--- src/rtl/core/hotp_pkg.sv ---
`default_nettype none
package hotp_pkg;

    localparam int KeyWords = 8;
    localparam int Rounds = 80;

    typedef enum logic [3:0] {
        ST_IDLE,
        ST_LOAD,
        ST_ROUND,
        ST_FOLD,
        ST_TRUNC,
        ST_MOD,
        ST_DONE
    } state_t;

    typedef struct packed {
        logic load;
        logic step;
        logic fold;
        logic init;
    } sha_ctl_t;

    localparam logic [31:0] H0 = 32'h67452301;
    localparam logic [31:0] H1 = 32'hEFCDAB89;
    localparam logic [31:0] H2 = 32'h98BADCFE;
    localparam logic [31:0] H3 = 32'h10325476;
    localparam logic [31:0] H4 = 32'hC3D2E1F0;

    function automatic logic [31:0] round_k(input logic [6:0] r);
        logic [31:0] k;
        if (r < 7'd20)
            k = 32'h5A827999;
        else if (r < 7'd40)
            k = 32'h6ED9EBA1;
        else if (r < 7'd60)
            k = 32'h8F1BBCDC;
        else
            k = 32'hCA62C1D6;
        return k;
    endfunction

    function automatic logic [31:0] round_f(input logic [6:0] r, input logic [31:0] b,
                                            input logic [31:0] c, input logic [31:0] d);
        logic [31:0] f;
        if (r < 7'd20)
            f = (b & c) | (~b & d);
        else if (r < 7'd40 || r >= 7'd60)
            f = b ^ c ^ d;
        else
            f = (b & c) | (b & d) | (c & d);
        return f;
    endfunction

    function automatic logic [33:0] pow10(input logic [3:0] dg);
        logic [33:0] m;
        unique case (dg)
            4'd0: m = 34'd1;
            4'd1: m = 34'd10;
            4'd2: m = 34'd100;
            4'd3: m = 34'd1000;
            4'd4: m = 34'd10000;
            4'd5: m = 34'd100000;
            4'd6: m = 34'd1000000;
            4'd7: m = 34'd10000000;
            4'd8: m = 34'd100000000;
            default: m = 34'd1000000000;
        endcase
        return m;
    endfunction

endpackage
`default_nettype wire

--- src/rtl/core/hotp_sha_round.sv ---
`default_nettype none
module hotp_sha_round (
    input  wire logic                clk,
    input  wire logic                rst_n,
    input  wire hotp_pkg::sha_ctl_t  ctl,
    input  wire logic [511:0]        block,
    input  wire logic [6:0]          round,
    output logic [159:0]             hash
);

    logic [511:0] w_reg;
    logic [511:0] w_next;
    logic [159:0] h_reg;
    logic [159:0] h_next;
    logic [31:0]  a_reg, b_reg, c_reg, d_reg, e_reg;
    logic [31:0]  a_next, b_next, c_next, d_next, e_next;
    logic [31:0]  wt;
    logic [31:0]  wx;
    logic [31:0]  wn;
    logic [31:0]  t;

    assign wt = w_reg[511:480];
    assign wx = w_reg[64+:32] ^ w_reg[224+:32] ^ w_reg[416+:32] ^ wt;
    assign wn = {wx[30:0], wx[31]};
    assign t = {a_reg[26:0], a_reg[31:27]}
             + hotp_pkg::round_f(round, b_reg, c_reg, d_reg)
             + e_reg + hotp_pkg::round_k(round) + wt;

    always_comb
    begin
        w_next = w_reg;
        h_next = h_reg;
        a_next = a_reg; b_next = b_reg; c_next = c_reg; d_next = d_reg; e_next = e_reg;
        if (ctl.init)
            h_next = {hotp_pkg::H0, hotp_pkg::H1, hotp_pkg::H2, hotp_pkg::H3,
                      hotp_pkg::H4};
        if (ctl.load)
        begin
            w_next = block;
            {a_next, b_next, c_next, d_next, e_next} = ctl.init ?
                {hotp_pkg::H0, hotp_pkg::H1, hotp_pkg::H2, hotp_pkg::H3, hotp_pkg::H4}
                : h_reg;
        end
        else if (ctl.step)
        begin
            w_next = {w_reg[479:0], wn};
            a_next = t;
            b_next = a_reg;
            c_next = {b_reg[1:0], b_reg[31:2]};
            d_next = c_reg;
            e_next = d_reg;
        end
        else if (ctl.fold)
        begin
            h_next = {h_reg[159:128] + a_reg, h_reg[127:96] + b_reg,
                      h_reg[95:64] + c_reg, h_reg[63:32] + d_reg, h_reg[31:0] + e_reg};
        end
    end

    always_ff @(posedge clk or negedge rst_n)
    begin
        if (!rst_n)
        begin
            h_reg <= '0;
        end
        else
        begin
            h_reg <= h_next;
        end
    end

    always_ff @(posedge clk)
    begin
        w_reg <= w_next;
        a_reg <= a_next; b_reg <= b_next; c_reg <= c_next; d_reg <= d_next;
        e_reg <= e_next;
    end

    assign hash = h_reg;

endmodule
`default_nettype wire

--- src/rtl/core/hotp_one_time_code.sv ---
// sequence from input accept to out_valid: four sha-1 blocks, each a load,
// 80 rounds and a fold, then a truncation state, 31 restoring-subtract
// steps of the modulo and an output state
// items: a new item is accepted only once the last one is done, since the
// sha-1 round unit is shared; a stalled result holds the sequencer in its last state
// reset: asynchronous active low, clears key registers and the sequencer
`default_nettype none
module hotp_one_time_code (
    input  wire logic        clk,
    input  wire logic        rst_n,
    input  wire logic        cfg_valid,
    output logic             cfg_ready,
    input  wire logic [2:0]  cfg_index,
    input  wire logic [63:0] cfg_data,
    input  wire logic        in_valid,
    output logic             in_stall,
    input  wire logic [63:0] counter,
    input  wire logic [3:0]  digits,
    output logic             out_valid,
    input  wire logic        out_stall,
    output logic [29:0]      code
);

    hotp_pkg::state_t state_reg, state_next;
    logic [63:0]  key_reg [hotp_pkg::KeyWords];
    logic [63:0]  ctr_reg;
    logic [3:0]   dig_reg;
    logic [1:0]   blk_reg, blk_next;
    logic [6:0]   rnd_reg, rnd_next;
    logic [159:0] inner_reg;
    logic [30:0]  rem_reg, rem_next;
    logic [60:0]  div_reg, div_next;
    logic [4:0]   sh_reg, sh_next;
    logic [29:0]  code_reg;
    logic         cap_inner, cap_code;
    logic [511:0] keyblk, block;
    logic [7:0]   pad;
    logic [159:0] hash;
    logic [159:0] hrot;
    logic [30:0]  tv;
    hotp_pkg::sha_ctl_t ctl;

    assign keyblk = {key_reg[0], key_reg[1], key_reg[2], key_reg[3],
                     key_reg[4], key_reg[5], key_reg[6], key_reg[7]};
    assign pad = blk_reg[1] ? 8'h5C : 8'h36;

    always_comb
    begin
        unique case (blk_reg) inside
            2'd0, 2'd2: block = keyblk ^ {64{pad}};
            2'd1: block = {ctr_reg, 8'h80, 376'd0, 64'd576};
            default: block = {inner_reg, 8'h80, 280'd0, 64'd672};
        endcase
    end

    hotp_sha_round u_round (
        .clk   (clk),
        .rst_n (rst_n),
        .ctl   (ctl),
        .block (block),
        .round (rnd_reg),
        .hash  (hash)
    );

    assign hrot = hash << {hash[3:0], 3'd0};
    assign tv = hrot[158:128];

    always_comb
    begin
        state_next = state_reg;
        blk_next = blk_reg;
        rnd_next = rnd_reg;
        rem_next = rem_reg;
        div_next = div_reg;
        sh_next = sh_reg;
        ctl = '0;
        cap_inner = 1'b0;
        cap_code = 1'b0;
        unique case (state_reg)
            hotp_pkg::ST_IDLE:
            begin
                if (in_valid)
                begin
                    blk_next = 2'd0;
                    state_next = hotp_pkg::ST_LOAD;
                end
            end
            hotp_pkg::ST_LOAD:
            begin
                ctl.load = 1'b1;
                ctl.init = (blk_reg == 2'd0) || (blk_reg == 2'd2);
                if (blk_reg == 2'd2)
                    cap_inner = 1'b1;
                rnd_next = '0;
                state_next = hotp_pkg::ST_ROUND;
            end
            hotp_pkg::ST_ROUND:
            begin
                ctl.step = 1'b1;
                rnd_next = rnd_reg + 7'd1;
                if (rnd_reg == 7'(hotp_pkg::Rounds - 1))
                    state_next = hotp_pkg::ST_FOLD;
            end
            hotp_pkg::ST_FOLD:
            begin
                ctl.fold = 1'b1;
                blk_next = blk_reg + 2'd1;
                state_next = (blk_reg == 2'd3) ? hotp_pkg::ST_TRUNC : hotp_pkg::ST_LOAD;
            end
            hotp_pkg::ST_TRUNC:
            begin
                rem_next = tv;
                div_next = {27'd0, hotp_pkg::pow10(dig_reg)} << 5'd30;
                sh_next = 5'd30;
                state_next = hotp_pkg::ST_MOD;
            end
            hotp_pkg::ST_MOD:
            begin
                if ({30'd0, rem_reg} >= div_reg)
                    rem_next = rem_reg - div_reg[30:0];
                div_next = div_reg >> 1;
                sh_next = sh_reg - 5'd1;
                if (sh_reg == 5'd0)
                    state_next = hotp_pkg::ST_DONE;
            end
            hotp_pkg::ST_DONE:
            begin
                cap_code = 1'b1;
                if (!out_valid || !out_stall)
                    state_next = hotp_pkg::ST_IDLE;
            end
            default: state_next = hotp_pkg::ST_IDLE;
        endcase
    end

    always_ff @(posedge clk or negedge rst_n)
    begin
        if (!rst_n)
        begin
            state_reg <= hotp_pkg::ST_IDLE;
            out_valid <= 1'b0;
            blk_reg <= '0;
            rnd_reg <= '0;
            sh_reg <= '0;
            for (int i = 0; i < hotp_pkg::KeyWords; i++)
                key_reg[i] <= '0;
        end
        else
        begin
            state_reg <= state_next;
            blk_reg <= blk_next;
            rnd_reg <= rnd_next;
            sh_reg <= sh_next;
            if (cfg_valid && cfg_ready)
                key_reg[cfg_index] <= cfg_data;
            if (cap_code && (!out_valid || !out_stall))
                out_valid <= 1'b1;
            else if (!out_stall)
                out_valid <= 1'b0;
        end
    end

    always_ff @(posedge clk)
    begin
        if (state_reg == hotp_pkg::ST_IDLE && in_valid)
        begin
            ctr_reg <= counter;
            dig_reg <= (digits > 4'd9) ? 4'd9 : digits;
        end
        if (cap_inner)
            inner_reg <= hash;
        rem_reg <= rem_next;
        div_reg <= div_next;
        if (cap_code && (!out_valid || !out_stall))
            code_reg <= rem_reg[29:0];
    end

    assign cfg_ready = 1'b1;
    assign in_stall = (state_reg != hotp_pkg::ST_IDLE);
    assign code = code_reg;

    ap_round_range: assert property (@(posedge clk) disable iff (!rst_n)
        rnd_reg <= 7'(hotp_pkg::Rounds))
        else $error("round counter out of range");
    ap_accept_load: assert property (@(posedge clk) disable iff (!rst_n)
        (in_valid && !in_stall) |=> state_reg == hotp_pkg::ST_LOAD)
        else $error("accepted item did not start");
    ap_mod_bound: assert property (@(posedge clk) disable iff (!rst_n)
        (state_reg == hotp_pkg::ST_DONE) |-> ({3'd0, rem_reg} < hotp_pkg::pow10(dig_reg)))
        else $error("remainder not reduced");

endmodule
`default_nettype wire
--- config.mk ---
export PLATFORM = sky130hd
export DESIGN_NAME = hotp_one_time_code
export DESIGN_NICKNAME = d
export VERILOG_FILES = /design/src/rtl/core/hotp_pkg.sv /design/src/rtl/core/hotp_sha_round.sv /design/src/rtl/core/hotp_one_time_code.sv
export SDC_FILE = /design/constraint.sdc
export NUM_CORES = 2
export LEC_CHECK = 0
export BUFFER_PORTS_ARGS = -buffer_cell sky130_fd_sc_hd__clkbuf_2
export CAP_MARGIN = 5
export CELL_PAD_IN_SITES_DETAIL_PLACEMENT = 1
export CELL_PAD_IN_SITES_GLOBAL_PLACEMENT = 1
export CORE_MARGIN = 1.5
export CORE_UTILIZATION = 40
export DETAILED_ROUTE_END_ITERATION = 8
export PLACE_DENSITY_LB_ADDON = 0.1
export SETUP_SLACK_MARGIN = 0.4
export SYNTH_ARGS = -nofsm -noshare
export SYNTH_HDL_FRONTEND = slang
export SYNTH_SLANG_ARGS = --single-unit
--- constraint.sdc ---
create_clock -name clk -period 41.2 [get_ports clk]
set_clock_uncertainty 0.2 [all_clocks]
set_input_delay 8.24 -clock clk [delete_from_list [all_inputs] [get_ports clk]]
set_output_delay 8.24 -clock clk [all_outputs]
set_load 0.005 [all_outputs]
After elaboration in Yosys (flattened, before gate mapping) --
Memory sizes are Yosys's and may differ from the RTL's. A register that Yosys moved wholly into a read port is not among the register bits. Index checks and enable logic that the tools add are counted.
Cells by class: add/subtract/negate cells 13, $lt $le $gt $ge 8, eq/ne operators 16, shift operators 1, muxes and demuxes 50, bitwise gates (word level) 15, reductions and logical operators 20
Operators by type and width (number):
- 512-bit two-way mux | 2
- 512-bit case mux with 2 select lines | 1
- 160-bit two-way mux | 4
- 512-bit bitwise mux | 1
- 512-bit by 511-bit XOR with 512-bit output | 1
- 32-bit two-way mux | 14
- 32-bit adder | 9
- 64-bit demux with 3-bit select | 1
- 160-bit by 7-bit left shift with 159-bit output | 1
- 32-bit XOR | 5
- 32-bit AND | 4
- 61-bit case mux with 2 select lines | 1
- 32-bit OR | 3
- 64-bit two-way mux | 1
- 31-bit two-way mux | 2
- 31-bit case mux with 2 select lines | 1
- 31-bit by 61-bit greater-or-equal comparator with 1-bit output | 1
- 32-bit inverter | 1
- 31-bit subtractor | 1
- 4-bit case mux with 7 select lines | 1
- 4-bit two-way mux | 6
- 7-bit by 6-bit less-than comparator with 1-bit output, second input constant | 2
- 7-bit case mux with 2 select lines | 1
- 4-bit by 3-bit equality test with 1-bit output, second input constant | 3
- 33 further kinds | 56
Storage, ports and cells: register bits 1713, bits in read-only memories 480, input port bits 140, word-level logic and storage cells 150, memories 1
Memory list:
- (name not given) | words 16, bits a word 30, rd ports 1, clocked after memory_dff 1, wr ports 0, RTL line hotp_pkg.sv:57 | unique case (dg)

Logic depth before layout (Yosys ltp) --
depth in word-level cells 11, mapped depth 27, depth with buffers taken out 24

Modules after synthesis --
Synthesis repeated with hierarchy kept, for this count alone.
Second synthesis, totals: cell total of the unflattened synthesis 7372, area, all modules 91242.5 um^2
Modules (own cells, without submodules):
- hotp_sha_round | instances 1, cells an instance 4003, area an instance 47888.4 um^2, seq. area each 24183.2 um^2
- hotp_one_time_code | instances 1, cells an instance 3369, area an instance 43354.1 um^2, seq. area each 24203.2 um^2

Worst setup path before layout --
OpenSTA, ideal clock, no wires.
path type flip-flop to flip-flop, from register state_reg[0], to register rnd_reg[1], setup time 0.712 ns, arrival 14.450 ns, required time 40.288 ns, setup slack 25.838 ns, cell stages (with the launch flop) 6, buffers on the path 1, cells stage by stage dfrtp_1 > clkbuf_1 > nor3_1 > nor2_1 > inv_1 > o21ai_0
Between the ends: longest elaborated chain between the ends 2
RTL lines:
- start: declaration | RTL line hotp_one_time_code.sv:24 | hotp_pkg::state_t state_reg, state_next;
- start signal: assignment | RTL line hotp_one_time_code.sv:140 | state_reg <= hotp_pkg::ST_IDLE;
- start signal: assignment | RTL line hotp_one_time_code.sv:150 | state_reg <= state_next;
- 4-bit by 2-bit equality test with 1-bit output / 4-bit by 1-bit equality test with 1-bit output (equally long branches) | RTL line hotp_one_time_code.sv:79 | unique case (state_reg)
- 7-bit case mux with 2 select lines / 2-bit nonzero test (equally long branches)
- end signal: assignment | RTL line hotp_one_time_code.sv:152 | rnd_reg <= rnd_next;
- end: declaration | RTL line hotp_one_time_code.sv:29 | logic [6:0] rnd_reg, rnd_next;
Several ways; a longest one is shown, not always the timed one. A chain may end at the register's enable or synchronous reset.

==> results.json <==
{
  "status": "completed",
  "ys_ff_latch": 1734,
  "synth_area_sq_um": 89200,
  "cts_tree": "built",
  "worstPathArrival_ps": 11240,
  "fp.coreArea_sq_um": 222000,
  "drt_iter0_markers": 5657,
  "pre_cts_ws_ps": 29570,
  "postRouteAntennaNets": 0,
  "synth-xor-area-share_pct": 5.27,
  "post-route-util_pct": 44.9,
  "fin_ws_ps": 30630,
  "initial_core_util_pct": 40.2,
  "end_kind": "async pin",
  "worst_hold_slack_ps": 266,
  "clk_pin_slew_ps": 60,
  "synth-compound-area-share_pct": 11.2,
  "place_hpwl_microns": 232000,
  "multi_input_area_sq_um": 38100,
  "met1_usage_pct": 40.3,
  "period_share_pct": 25.7,
  "grt_pass1_wl_microns": 477000,
  "clk_latency_ps": 880,
  "firstDrtPassIters": 5,
  "slew_headroom_pct": 26.4,
  "vias_per_cell": 5.80,
  "syn_to_final_growth_pct": 11.7,
  "cts_buffers": 197,
  "maxCapViolations": 0,
  "crit_path_frequent_cell": "buf_4",
  "cts.sinks": 1734,
  "slowest_delay_ps": 820,
  "grt_max_degree": 172,
  "cp-start-kind": "input pin",
  "synth_nets": 8342,
  "routabilityCongestion": 0.951,
  "synthAdderAreaFrac_pct": 6.51,
  "cpMaxStageDelayCell": "buf_4",
  "finalCriticalPeriod_ps": 10570,
  "worstMarginPinSlew_ps": 1100,
  "setup_viol": 0,
  "fillers": 23400,
  "setup_tns_ps": 0,
  "synth-simple-area-share_pct": 9.71,
  "holdCritPathClass": "reg -> reg",
  "met2_usage_pct": 47.0,
  "avgSynthCellArea_sq_um": 11.4,
  "layout.nets": 8369,
  "ys_warn_count": 0,
  "ios": 173,
  "synthCells": 7813,
  "final_common_cell": "nand2_1",
  "grt_pass1_vias": 65200,
  "cts-hold-fix-buffers": 0,
  "post_cts_buffers": 0,
  "crit_chain": "buf_8 -> buf_4 -> buf_4 -> buf_4",
  "synth_top_cell_by_area": "edfxtp_1",
  "async_reset_ff_share_pct": 39.8,
  "die_area_sq_um": 226000,
  "synth_mux_area_share_pct": 9.92,
  "hold_viol": 0,
  "rsz0062_at_grt": "false",
  "final_cell_mix": "nand2_1, edfxtp_1, o21ai_0",
  "seq_area_sq_um": 48400,
  "cts_max_level": 4,
  "drc": 0,
  "fmax_mhz": 94.6,
  "cts_max_path_buffers": 3,
  "worstPathMaxFanout": 73,
  "die_y_microns": 475,
  "grt_usage_pct": 29.3,
  "synth_top_area_share_pct": 34.4,
  "worstSetupPathType": "in -> async",
  "drive_gt1_share_pct": 15.7,
  "ys_types": 84,
  "cts_resized": 0,
  "final_max_slew_viol_count": 0,
  "top_usage_layer": "met2",
  "synth-edff-count": 1021,
  "drt-total-wl_microns": 333000,
  "vias": 63900,
  "synth_top_family_by_area": "compound AO/OA/AOI/OAI gates",
  "seq_area_frac_synth_pct": 54.2,
  "clockRootBuffer": "clkbuf_16",
  "dieWidth_microns": 475,
  "synth_area_leaders": "edfxtp_1, dfrtp_1, mux2_2",
  "antenna_found_initial": 43,
  "wire_per_inst_microns": 30.3,
  "met3_usage_pct": 4.40,
  "ys.flop_type": "edfxtp_1",
  "grt_overflow": 0,
  "port_buffers": 171,
  "num_rows": 173,
  "required_ps": 41870
}
[synthesized netlist by cell type, types with 40 or more instances]
master and instances:
a21o_1 91, a21oi_1 407, a22oi_1 98, buf_1 42, clkbuf_1 413, dfrtp_1 690, edfxtp_1 1021, fa_1 125
ha_1 264, inv_1 282, mux2_2 524, mux2i_1 54, mux4_2 107, nand2_1 1154, nand2b_1 40, nand3_1 230
nor2_1 334, nor2b_1 75, nor3_1 101, o21ai_0 698, o31ai_1 104, xnor2_1 319, xor2_1 218
[layer usage]
metal | share of wire [%] | wire length (microns) | vias to the layer above
met5 | 0.032 | 108 | -
met4 | 3.6 | 12100 | 18
met3 | 5.9 | 19800 | 516
met2 | 47 | 156000 | 1915
met1 | 44 | 146000 | 33500
li1 | - | - | 28000
[cell families after synthesis]
logic type                 after synthesis
xor gates and xnor gates               537
muxes                                  685
AOI/OAI and AO/OA                     1684
adders and majority gates              389
DFF                                   1734
buffers and inverters                  743
other                                    1
and+or+nand+nor                       2040
[metrics by stage]
| step | cells | area (sq um) |
|---|---|---|
| final | 11000 | 99700 |
| after global routing | 11000 | 99600 |
| after CTS | 11000 | 99600 |
| after detailed placement | 10600 | 93100 |
| after global placement | 10600 | 93100 |
| after floorplan | 7813 | 89200 |
[layout make-up]
cell class	instances	share of cell area [%]
diodes	16	0.0402
clock inverters	81	0.890
well taps	2975	3.74
multi-input cells	5336	38.3
repair buffers	288	1.80
clock buffers	292	5.62
inverters	283	1.07
flip-flops and latches	1734	48.6
[worst paths after layout]
kind	to	slack, ps	start	cells after the start
setup / recovery	key_reg[167]$_DFFE_PN0P_	30630	rst_n	4
hold / removal	code[23]$_DFFE_PP_	270	rem_reg[23]$_DFFE_PP_	0
setup reg to reg	u_round.a_reg[23]$_DFFE_PP_	32970	rnd_reg[2]$_DFFE_PN0P_	26
hold reg to reg	code[23]$_DFFE_PP_	270	rem_reg[23]$_DFFE_PP_	0
max in group clk	in_stall	30740	state_reg[0]$_DFFE_PN0P_	3
min in group asynchronous	sh_reg[3]$_DFFE_PN0N_	7200	rst_n	1
[worst max-delay path, delay by kind of cell]
family | cells | cell delay (ps)
buffers and inverters | 4 | 2680
Power is left out: the tool's default activity adds up to more than one toggle a clock period on the data nets, which glitch-free logic cannot reach.
